===== config.mk =====
export PLATFORM = sky130hd
export DESIGN_NAME = first_fit_extent_allocator
export DESIGN_NICKNAME = d
export VERILOG_FILES = /design/src/hdl/ffea_pkg.sv /design/src/hdl/first_fit_extent_allocator.sv /design/src/hdl/ffea_alu.sv /design/src/hdl/ffea_ctrl.sv
export SDC_FILE = /design/constraint.sdc
export NUM_CORES = 2
export LEC_CHECK = 0
export BUFFER_PORTS_ARGS = -buffer_cell sky130_fd_sc_hd__buf_2
export CORE_MARGIN = 3
export CORE_UTILIZATION = 47
export DETAILED_ROUTE_END_ITERATION = 8
export PLACE_DENSITY = 0.69
export REMOVE_ABC_BUFFERS = 1
export SYNTH_ARGS = -nofsm -noshare
export SYNTH_HDL_FRONTEND = slang
export SYNTH_HIERARCHICAL = 1
export SYNTH_SLANG_ARGS = --single-unit
export TNS_END_PERCENT = 10

===== constraint.sdc =====
create_clock -name clk -period 9.6 [get_ports clk]
set_input_delay 0.96 -clock clk [delete_from_list [all_inputs] [get_ports clk]]
set_output_delay 0.96 -clock clk [all_outputs]
set_load 0.005 [all_outputs]

===== src/hdl/ffea_pkg.sv =====
// Package: shared types and constants for the first-fit extent allocator.
`timescale 1ns / 1ps

package ffea_pkg;

  localparam int MAX_EXTENTS_DEF = 16;

  localparam int CMD_W  = 2;
  localparam int ADDR_W = 32;
  localparam int ID_W   = 16;
  localparam int STAT_W = 2;
  localparam int EIDX_W = $clog2(MAX_EXTENTS_DEF + 1);
  // a + size can reach 3*2^32 - 2; the running address a stays within 33 bits
  localparam int SUM_W  = 34;
  localparam int A_W    = 33;

  localparam logic [CMD_W-1:0] CMD_FIND    = 2'd0;
  localparam logic [CMD_W-1:0] CMD_ALLOC   = 2'd1;
  localparam logic [CMD_W-1:0] CMD_RELEASE = 2'd2;
  localparam logic [CMD_W-1:0] CMD_CHECK   = 2'd3;

  localparam logic [STAT_W-1:0] ST_OK        = 2'd0;
  localparam logic [STAT_W-1:0] ST_FULL      = 2'd1;
  localparam logic [STAT_W-1:0] ST_NOT_FOUND = 2'd2;
  localparam logic [STAT_W-1:0] ST_NO_SPACE  = 2'd3;

  typedef struct packed {
    logic [CMD_W-1:0]  command;
    logic [ADDR_W-1:0] start_addr;
    logic [ADDR_W-1:0] req_size;
    logic [ID_W-1:0]   file_id;
  } in_t;

  typedef struct packed {
    logic [STAT_W-1:0] status;
    logic [ADDR_W-1:0] found_addr;
    logic [EIDX_W-1:0] error_index;
  } out_t;

  typedef struct packed {
    logic [ADDR_W-1:0] start;
    logic [ADDR_W-1:0] size;
    logic [ID_W-1:0]   id;
  } extent_t;

  // shared adder request: sum = opa + opb + cin, lt = sum < limit
  typedef struct packed {
    logic [SUM_W-1:0] opa;
    logic [SUM_W-1:0] opb;
    logic             cin;
    logic [SUM_W-1:0] limit;
  } alu_req_t;

  typedef struct packed {
    logic [SUM_W-1:0] sum;
    logic             lt;
  } alu_rsp_t;

endpackage


===== src/hdl/first_fit_extent_allocator.sv =====
// Top level of the first-fit extent allocator: config register, sequencer and shared adder.
`timescale 1ns / 1ps

// Find free walks the table entry by entry; allocate moves entries up from the top to open
//   a slot; release searches by id, then shifts later entries down; check compares pairs.
// Throughput: one transaction at a time; busy stays high until the result strobe.
// The pace is set by the single read port of the extent table and the one shared adder.
// Result is shown for one cycle on out_valid; the receiver cannot stall it.
// Reset (rst_n low, synchronous) empties the table and clears disk_size to 0.
module first_fit_extent_allocator #(
  parameter int MAX_EXTENTS = ffea_pkg::MAX_EXTENTS_DEF
) (
  input  logic                        clk,
  input  logic                        rst_n,
  // command transaction: taken when start is high and busy is low
  input  logic                        start,
  input  ffea_pkg::in_t               in_data,
  output logic                        busy,
  // result transaction: one cycle, marked by out_valid
  output logic                        out_valid,
  output ffea_pkg::out_t              out_data,
  // disk size register: the user must write it only while idle; the block does not enforce it
  input  logic                        cfg_we,
  input  logic [ffea_pkg::ADDR_W-1:0] cfg_wdata
);

  logic [ffea_pkg::ADDR_W-1:0] disk_size_r;
  ffea_pkg::alu_req_t          alu_req;
  ffea_pkg::alu_rsp_t          alu_rsp;

  // disk size: an extent must end strictly below it
  always_ff @(posedge clk) begin
    if (!rst_n) begin
      disk_size_r <= '0;
    end else if (cfg_we) begin
      disk_size_r <= cfg_wdata;
    end
  end

  // sequencer holds the table, the counters and the result register
  ffea_ctrl #(
    .MAX_EXTENTS(MAX_EXTENTS)
  ) u_ctrl (
    .clk       (clk),
    .rst_n     (rst_n),
    .start     (start),
    .in_data   (in_data),
    .disk_size (disk_size_r),
    .alu_req   (alu_req),
    .alu_rsp   (alu_rsp),
    .busy      (busy),
    .out_valid (out_valid),
    .out_data  (out_data)
  );

  // one adder/compare shared by the find-free, allocate and check steps
  ffea_alu u_alu (
    .req (alu_req),
    .rsp (alu_rsp)
  );

endmodule


===== src/hdl/ffea_alu.sv =====
// Shared adder with limit compare, used by the find-free, allocate and check commands.
`timescale 1ns / 1ps

module ffea_alu (
  input  ffea_pkg::alu_req_t req,
  output ffea_pkg::alu_rsp_t rsp
);

  logic [ffea_pkg::SUM_W-1:0] sum;

  assign sum     = req.opa + req.opb + ffea_pkg::SUM_W'(req.cin);
  assign rsp.sum = sum;
  assign rsp.lt  = (sum < req.limit);

endmodule


===== src/hdl/ffea_ctrl.sv =====
// Sequencer and extent table: walks the table one entry per step for each command.
`timescale 1ns / 1ps

module ffea_ctrl #(
  parameter int MAX_EXTENTS = ffea_pkg::MAX_EXTENTS_DEF
) (
  input  logic                        clk,
  input  logic                        rst_n,
  input  logic                        start,
  input  ffea_pkg::in_t               in_data,
  input  logic [ffea_pkg::ADDR_W-1:0] disk_size,
  output ffea_pkg::alu_req_t          alu_req,
  input  ffea_pkg::alu_rsp_t          alu_rsp,
  output logic                        busy,
  output logic                        out_valid,
  output ffea_pkg::out_t              out_data
);

  localparam int AW = $clog2(MAX_EXTENTS);
  localparam int CW = $clog2(MAX_EXTENTS + 1);
  localparam int SW = ffea_pkg::SUM_W;

  typedef enum logic [3:0] {
    S_IDLE,
    S_FF_SUM,
    S_FF_CMP,
    S_AL_CHK,
    S_AL_RD,
    S_AL_CMP,
    S_RL_RD,
    S_RL_CMP,
    S_SD_RD,
    S_SD_WR,
    S_CK_RD,
    S_CK_SUM,
    S_CK_CMP
  } state_t;

  state_t                       state_r, state_nxt;
  logic [CW-1:0]                k_r, k_nxt, n_r, n_nxt;
  logic [ffea_pkg::A_W-1:0]     a_r, a_nxt;
  logic [SW-1:0]                sum_r, sum_nxt;
  logic                         sumlt_r, sumlt_nxt;
  ffea_pkg::in_t                req_r, req_nxt;
  ffea_pkg::out_t               out_r, out_nxt;
  logic                         out_valid_r, out_valid_nxt;

  // table memory: one write port, one registered read port
  ffea_pkg::extent_t            mem [MAX_EXTENTS];
  ffea_pkg::extent_t            rdata_r, wdata, new_ext;
  logic [AW-1:0]                raddr, waddr;
  logic                         we;

  logic [CW:0]                  k_p1, k_p2, n_w;
  logic [CW-1:0]                k_m1;
  logic [31:0]                  k32, n32;

  assign k_p1 = {1'b0, k_r} + (CW+1)'(1);
  assign k_p2 = {1'b0, k_r} + (CW+1)'(2);
  assign n_w  = {1'b0, n_r};
  assign k_m1 = k_r - CW'(1);
  assign k32  = 32'(k_r);
  assign n32  = 32'(n_r);

  assign new_ext.start = req_r.start_addr;
  assign new_ext.size  = req_r.req_size;
  assign new_ext.id    = req_r.file_id;

  always_comb begin
    state_nxt     = state_r;
    k_nxt         = k_r;
    n_nxt         = n_r;
    a_nxt         = a_r;
    sum_nxt       = sum_r;
    sumlt_nxt     = sumlt_r;
    req_nxt       = req_r;
    out_nxt       = out_r;
    out_valid_nxt = 1'b0;
    raddr         = k_r[AW-1:0];
    waddr         = k_r[AW-1:0];
    wdata         = rdata_r;
    we            = 1'b0;
    alu_req.opa   = SW'(rdata_r.start);
    alu_req.opb   = SW'(rdata_r.size);
    alu_req.cin   = 1'b0;
    alu_req.limit = SW'(disk_size);

    case (state_r)
      S_IDLE: begin
        if (start) begin
          req_nxt = in_data;
          k_nxt   = '0;
          a_nxt   = ffea_pkg::A_W'(1);
          case (in_data.command)
            ffea_pkg::CMD_FIND:    state_nxt = S_FF_SUM;
            ffea_pkg::CMD_ALLOC:   state_nxt = S_AL_CHK;
            ffea_pkg::CMD_RELEASE: state_nxt = S_RL_RD;
            default:               state_nxt = S_CK_RD;
          endcase
        end
      end

      // find free: form a + want and fetch entry k
      S_FF_SUM: begin
        alu_req.opa = SW'(a_r);
        alu_req.opb = SW'(req_r.req_size);
        sum_nxt     = alu_rsp.sum;
        sumlt_nxt   = alu_rsp.lt;
        state_nxt   = S_FF_CMP;
      end

      S_FF_CMP: begin
        // adder: end of entry k plus one, the next candidate
        alu_req.cin = 1'b1;
        if (!sumlt_r) begin
          out_nxt       = '{status: ffea_pkg::ST_NO_SPACE, found_addr: '0, error_index: '0};
          out_valid_nxt = 1'b1;
          state_nxt     = S_IDLE;
        end else if (k_r >= n_r || sum_r < SW'(rdata_r.start)) begin
          out_nxt = '{status: ffea_pkg::ST_OK, found_addr: a_r[ffea_pkg::ADDR_W-1:0],
                      error_index: '0};
          out_valid_nxt = 1'b1;
          state_nxt     = S_IDLE;
        end else begin
          if (a_r < ffea_pkg::A_W'(rdata_r.start)) begin
            a_nxt = alu_rsp.sum[ffea_pkg::A_W-1:0];
          end
          k_nxt     = k_p1[CW-1:0];
          state_nxt = S_FF_SUM;
        end
      end

      // allocate: capacity and disk end, then insertion walking down from the top
      S_AL_CHK: begin
        alu_req.opa = SW'(req_r.start_addr);
        alu_req.opb = SW'(req_r.req_size);
        if (n_w >= (CW+1)'(MAX_EXTENTS)) begin
          out_nxt       = '{status: ffea_pkg::ST_FULL, found_addr: '0, error_index: '0};
          out_valid_nxt = 1'b1;
          state_nxt     = S_IDLE;
        end else if (!alu_rsp.lt) begin
          out_nxt       = '{status: ffea_pkg::ST_NO_SPACE, found_addr: '0, error_index: '0};
          out_valid_nxt = 1'b1;
          state_nxt     = S_IDLE;
        end else begin
          k_nxt     = n_r;
          state_nxt = S_AL_RD;
        end
      end

      S_AL_RD: begin
        raddr = k_m1[AW-1:0];
        if (k_r == '0) begin
          we            = 1'b1;
          wdata         = new_ext;
          n_nxt         = n_r + CW'(1);
          out_nxt       = '{status: ffea_pkg::ST_OK, found_addr: '0, error_index: '0};
          out_valid_nxt = 1'b1;
          state_nxt     = S_IDLE;
        end else begin
          state_nxt = S_AL_CMP;
        end
      end

      S_AL_CMP: begin
        we = 1'b1;
        if (rdata_r.start > req_r.start_addr) begin
          k_nxt     = k_m1;
          state_nxt = S_AL_RD;
        end else begin
          wdata         = new_ext;
          n_nxt         = n_r + CW'(1);
          out_nxt       = '{status: ffea_pkg::ST_OK, found_addr: '0, error_index: '0};
          out_valid_nxt = 1'b1;
          state_nxt     = S_IDLE;
        end
      end

      // release: search by id, then close the gap
      S_RL_RD: begin
        if (k_r >= n_r) begin
          out_nxt       = '{status: ffea_pkg::ST_NOT_FOUND, found_addr: '0, error_index: '0};
          out_valid_nxt = 1'b1;
          state_nxt     = S_IDLE;
        end else begin
          state_nxt = S_RL_CMP;
        end
      end

      S_RL_CMP: begin
        k_nxt = k_p1[CW-1:0];
        if (rdata_r.id == req_r.file_id) begin
          state_nxt = S_SD_RD;
        end else begin
          state_nxt = S_RL_RD;
        end
      end

      S_SD_RD: begin
        if (k_r >= n_r) begin
          n_nxt         = n_r - CW'(1);
          out_nxt       = '{status: ffea_pkg::ST_OK, found_addr: '0, error_index: '0};
          out_valid_nxt = 1'b1;
          state_nxt     = S_IDLE;
        end else begin
          state_nxt = S_SD_WR;
        end
      end

      S_SD_WR: begin
        we        = 1'b1;
        waddr     = k_m1[AW-1:0];
        k_nxt     = k_p1[CW-1:0];
        state_nxt = S_SD_RD;
      end

      // check: end of entry k against start of entry k+1
      S_CK_RD: begin
        raddr = '0;
        if (n_r < CW'(2)) begin
          out_nxt = '{status: ffea_pkg::ST_OK, found_addr: '0,
                      error_index: n32[ffea_pkg::EIDX_W-1:0]};
          out_valid_nxt = 1'b1;
          state_nxt     = S_IDLE;
        end else begin
          state_nxt = S_CK_SUM;
        end
      end

      S_CK_SUM: begin
        raddr     = k_p1[AW-1:0];
        sum_nxt   = alu_rsp.sum;
        state_nxt = S_CK_CMP;
      end

      S_CK_CMP: begin
        raddr = k_p2[AW-1:0];
        if (sum_r >= SW'(rdata_r.start)) begin
          out_nxt = '{status: ffea_pkg::ST_OK, found_addr: '0,
                      error_index: k32[ffea_pkg::EIDX_W-1:0]};
          out_valid_nxt = 1'b1;
          state_nxt     = S_IDLE;
        end else if (k_p2 >= n_w) begin
          out_nxt = '{status: ffea_pkg::ST_OK, found_addr: '0,
                      error_index: n32[ffea_pkg::EIDX_W-1:0]};
          out_valid_nxt = 1'b1;
          state_nxt     = S_IDLE;
        end else begin
          sum_nxt = alu_rsp.sum;
          k_nxt   = k_p1[CW-1:0];
        end
      end

      default: begin
        state_nxt = S_IDLE;
      end
    endcase
  end

  always_ff @(posedge clk) begin
    if (!rst_n) begin
      state_r     <= S_IDLE;
      n_r         <= '0;
      k_r         <= '0;
      out_valid_r <= 1'b0;
    end else begin
      state_r     <= state_nxt;
      n_r         <= n_nxt;
      k_r         <= k_nxt;
      out_valid_r <= out_valid_nxt;
    end
    a_r     <= a_nxt;
    sum_r   <= sum_nxt;
    sumlt_r <= sumlt_nxt;
    req_r   <= req_nxt;
    out_r   <= out_nxt;
  end

  always_ff @(posedge clk) begin
    if (we) begin
      mem[waddr] <= wdata;
    end
    rdata_r <= mem[raddr];
  end

  assign busy      = (state_r != S_IDLE);
  assign out_valid = out_valid_r;
  assign out_data  = out_r;

endmodule


==> results summary <==
The final cycle utilization of the critical path came out at 0.816. In this run the tightest slew margin relative to its limit is 0.183. The maximum clock path buffer count is 3. The final number of setup-violating endpoints is 0. The core box area came out at 147000 sq um. The CTS clock-pin slew for the worst setup and hold paths came out at 0.06 ns. The post-detailed-placement half-perimeter wirelength came out at 103 mm. The number of buffers added on ports came out at 158. The area overhead of the layout relative to synthesis is 12.6%.

The main combinational cell family by area after synthesis is multiplexers. CTS saw 1594 sinks. Leaving out fill and tap cells, the most frequent cell in the layout is edfxtp_1. The worst setup path is captured at a flop. The share of synthesized cell area in full adder, half adder and majority cells came out at 0.0326.

Of the total synthesized cell area, the portion taken by XOR and XNOR cells is 0.00715. Dividing the detail-routed wire length by the instance count gives 25.6 um. The unique cell type count in the Yosys netlist is 83. The simple-gate area share of the yosys netlist came out at 0.0474.

The later-pin clock latency in the skew report came out at 0.81 ns. Among all flip-flop cells after synthesis, the most frequent one is edfxtp_1. The utilization after layout came out at 0.536. The height of the die is 392 um. The top-area cell type share of the netlist area came out at 0.631. The async set-reset flop share out of synthesis is 0. The largest single stage delay on the critical path is 0.79 ns. The die area is 153000 sq um.

The max-cap check violation count came out at 0. In this run the count of I/O pins placed on the die edge is 159. The number of antenna violations at the first check in global routing came out at 4. The multiplexer share of the synthesized area came out at 0.181. The maximum operating frequency is 128 MHz. The congestion estimate from routability-driven global placement came to 0.929. The overall overflow remaining after global route came out at 0. TritonCTS built the clock tree.

The mean post-synth cell area came out at 15.2 sq um. The total number of placement rows came out at 140. Counting flops and latches in the post-synthesis netlist gives 1594. The flow ran to the end, and the final reports show no timing, DRC or antenna violations. The post-place instance area came out at 73200 sq um. The required time of the critical path is 10.29 ns.

The die boundary width is 392 um. In the post-synthesis netlist, the biggest area contributors are edfxtp_1, mux2i_1, dfxtp_1. The buffers plus inverters on the worst setup path came out at 1.

The proportion of synthesized chip area in sequential cells came out at 0.667. The total number of nets in the final design is 5119. In the global route stage, overall resource usage came out at 0.229. The worst setup path is launched from a flop. The cell at the root of the clock tree is clkbuf_16. The post-cts hold buffer count came out at 0.

Summed over all instances, the cell type with the most area after synthesis is edfxtp_1. The post-CTS repair timing setup buffer count came out at 0. The number of global-route vias before repair came out at 38400.

The power density over the cells came out at 337 nW/um^2. The starting utilization of the core area is 0.476. The library cells used most frequently in the layout, excluding fill and tap cells, are edfxtp_1, mux2i_1, nand2_1. The number of warning messages in the yosys log is 6. Dividing the detail-routed via count by the number of cells gives 5.71.

The total count of max-transition violations in the final report came out at 0. The remaining antenna violation count after routing came out at 0. The count of non-filler cells in the finished layout is 6879. The worst supply voltage drop on vdd came out at 0.000367 V. For this design the static power due to leakage is 32.5 nW. The final count of hold timing violations is 0.

In this run, synthesis inferred 1467 flip-flops with an integrated enable. Setup repair after global routing left no endpoint under its margin. Power comes to 26.5 mW. The depth of the CTS H-tree is 4. The share of cells above drive strength 1 is 0.121. The first-pass GRT wire length came out at 257 mm. The iteration-0 DRC count of the detailed router came out at 3419. The largest fanout on the critical path came out at 51.

The number of clock buffers inserted by TritonCTS is 166. The number of placed instances, taps included came out at 6570. The dominant delay contributor by cell family on the critical path is compound AO/OA/AOI/OAI gates.

The synthesized netlist cell count is 4606. The time the worst path needs with I/O delays and setup is 7.83 ns. Entering global routing, the biggest net connects 142 pins.

Data arrives at the worst endpoint at 8.52 ns. The worst clock skew came out at 0.0478 ns. Once layout is done, the placed cells without fillers occupy 78600 sq um. The largest individual stage delay along the critical path comes from the cell dfxtp_1. The via count came out at 39300. The compound-cell area share of the yosys netlist is 0.0378.

The worst hold path belongs to the class primary input to flop. In this run, post-CTS repair resized a total of 0 instances. For this run, design rule violations remaining after detail routing come to 0. The total wirelength of the detailed-routed design came out at 176 mm. For the pin with the worst max-slew slack, the measured transition is 1.21 ns. The number of iterations in the first detailed-routing pass came out at 5.

The startpoint-to-endpoint class of the critical path is flop to flop. After synthesis the cells add up to 69900 sq um.
[path summary, 6_finish.rpt]
| check | startpoint | end | slack (ns) | cells after the start |
|---|---|---|---|---|
| setup / recovery | u_ctrl/state_r[2] | u_ctrl/k_r[2] | 1.77 | 25 |
| hold / removal | in_data[40] | u_ctrl/new_ext[40] | 0.33 | 1 |
| hold reg to reg | disk_size_r[17] | disk_size_r[17] | 0.52 | 2 |
| setup reg to reg | u_ctrl/state_r[2] | u_ctrl/k_r[2] | 1.77 | 25 |
[sequential cells by signal, indices dropped and copies added, names as in the netlist]
| signal | count |
|---|---|
| u_ctrl/state_r | 4 |
| u_ctrl/out_valid | 1 |
| u_ctrl/sumlt_r | 1 |
| u_ctrl/sum_r | 34 |
| u_ctrl/new_ext | 80 |
| u_ctrl/out_data | 39 |
| u_ctrl/n_r | 5 |
| disk_size_r | 32 |
| u_ctrl/k_r | 5 |
| u_ctrl/mem | 1280 |
| u_ctrl/rdata_r | 80 |
| u_ctrl/a_r | 33 |
[cells in the mapped netlist, drive strengths merged, types with 8 or more instances]
library cell,instances
edfxtp,1467
mux2i,1264
nand2,365
buf,192
ha,177
o21ai,170
inv,129
dfxtp,127
a21oi,90
clkbuf,67
nor2,64
a21o,46
and3,44
nor2b,43
and2,40
nand3,29
xor2,29
xnor2,28
nand4,27
nor3,25
nand2b,13
nor4,13
a31oi,12
a211oi,10
o211ai,9
o21a,8
or2,8
[metal layers]
metal / GRT usage / routed length (um)
met2: 0.364 / 82400
met4: 0.0707 / 4990
met1: 0.324 / 76600
met3: 0.0361 / 12300
met5: 0 / 0
[stage by stage]
stage	TNS, ns	setup WS (ns)	hold slack (ns)
finish	0	1.77	0.328
global route	0	1.20	0.280
CTS	0	1.82	0.272
detailed placement	0	1.86	0.509
global placement	0	2.03	0.499
floorplan	-7459.84	-64.47	0.483
[layout make-up]
cell class | instances | area [sq um]
Multi-Input combinational cell | 2627 | 21700
Clock buffer | 228 | 4530
Timing Repair Buffer | 302 | 2030
Antenna cell | 2 | 5.00
Sequential cell | 1594 | 46600
Tap cell | 1917 | 2400
Inverter | 130 | 490
Fill cell | 11700 | 68000
Clock inverter | 79 | 923
[report_power, final]
| group | internal, mW | switching (mW) |
|---|---|---|
| sequential | 9.23 | 0.668 |
| combinational | 4.17 | 6.05 |
| clock | 3.73 | 2.65 |
| total | 17.1 | 9.37 |
[cells by family (layout without fill, tap and decap cells)]
group | after synthesis | count (layout)
flops | 1594 | 1594
fa+ha+maj | 180 | 180
xor+xnor | 57 | 57
mux | 1264 | 1264
buf+inv | 389 | 739
other cells | 1 | 7
simple gates | 697 | 697
compound gates | 424 | 424
(Power assumes the default switching activity.)
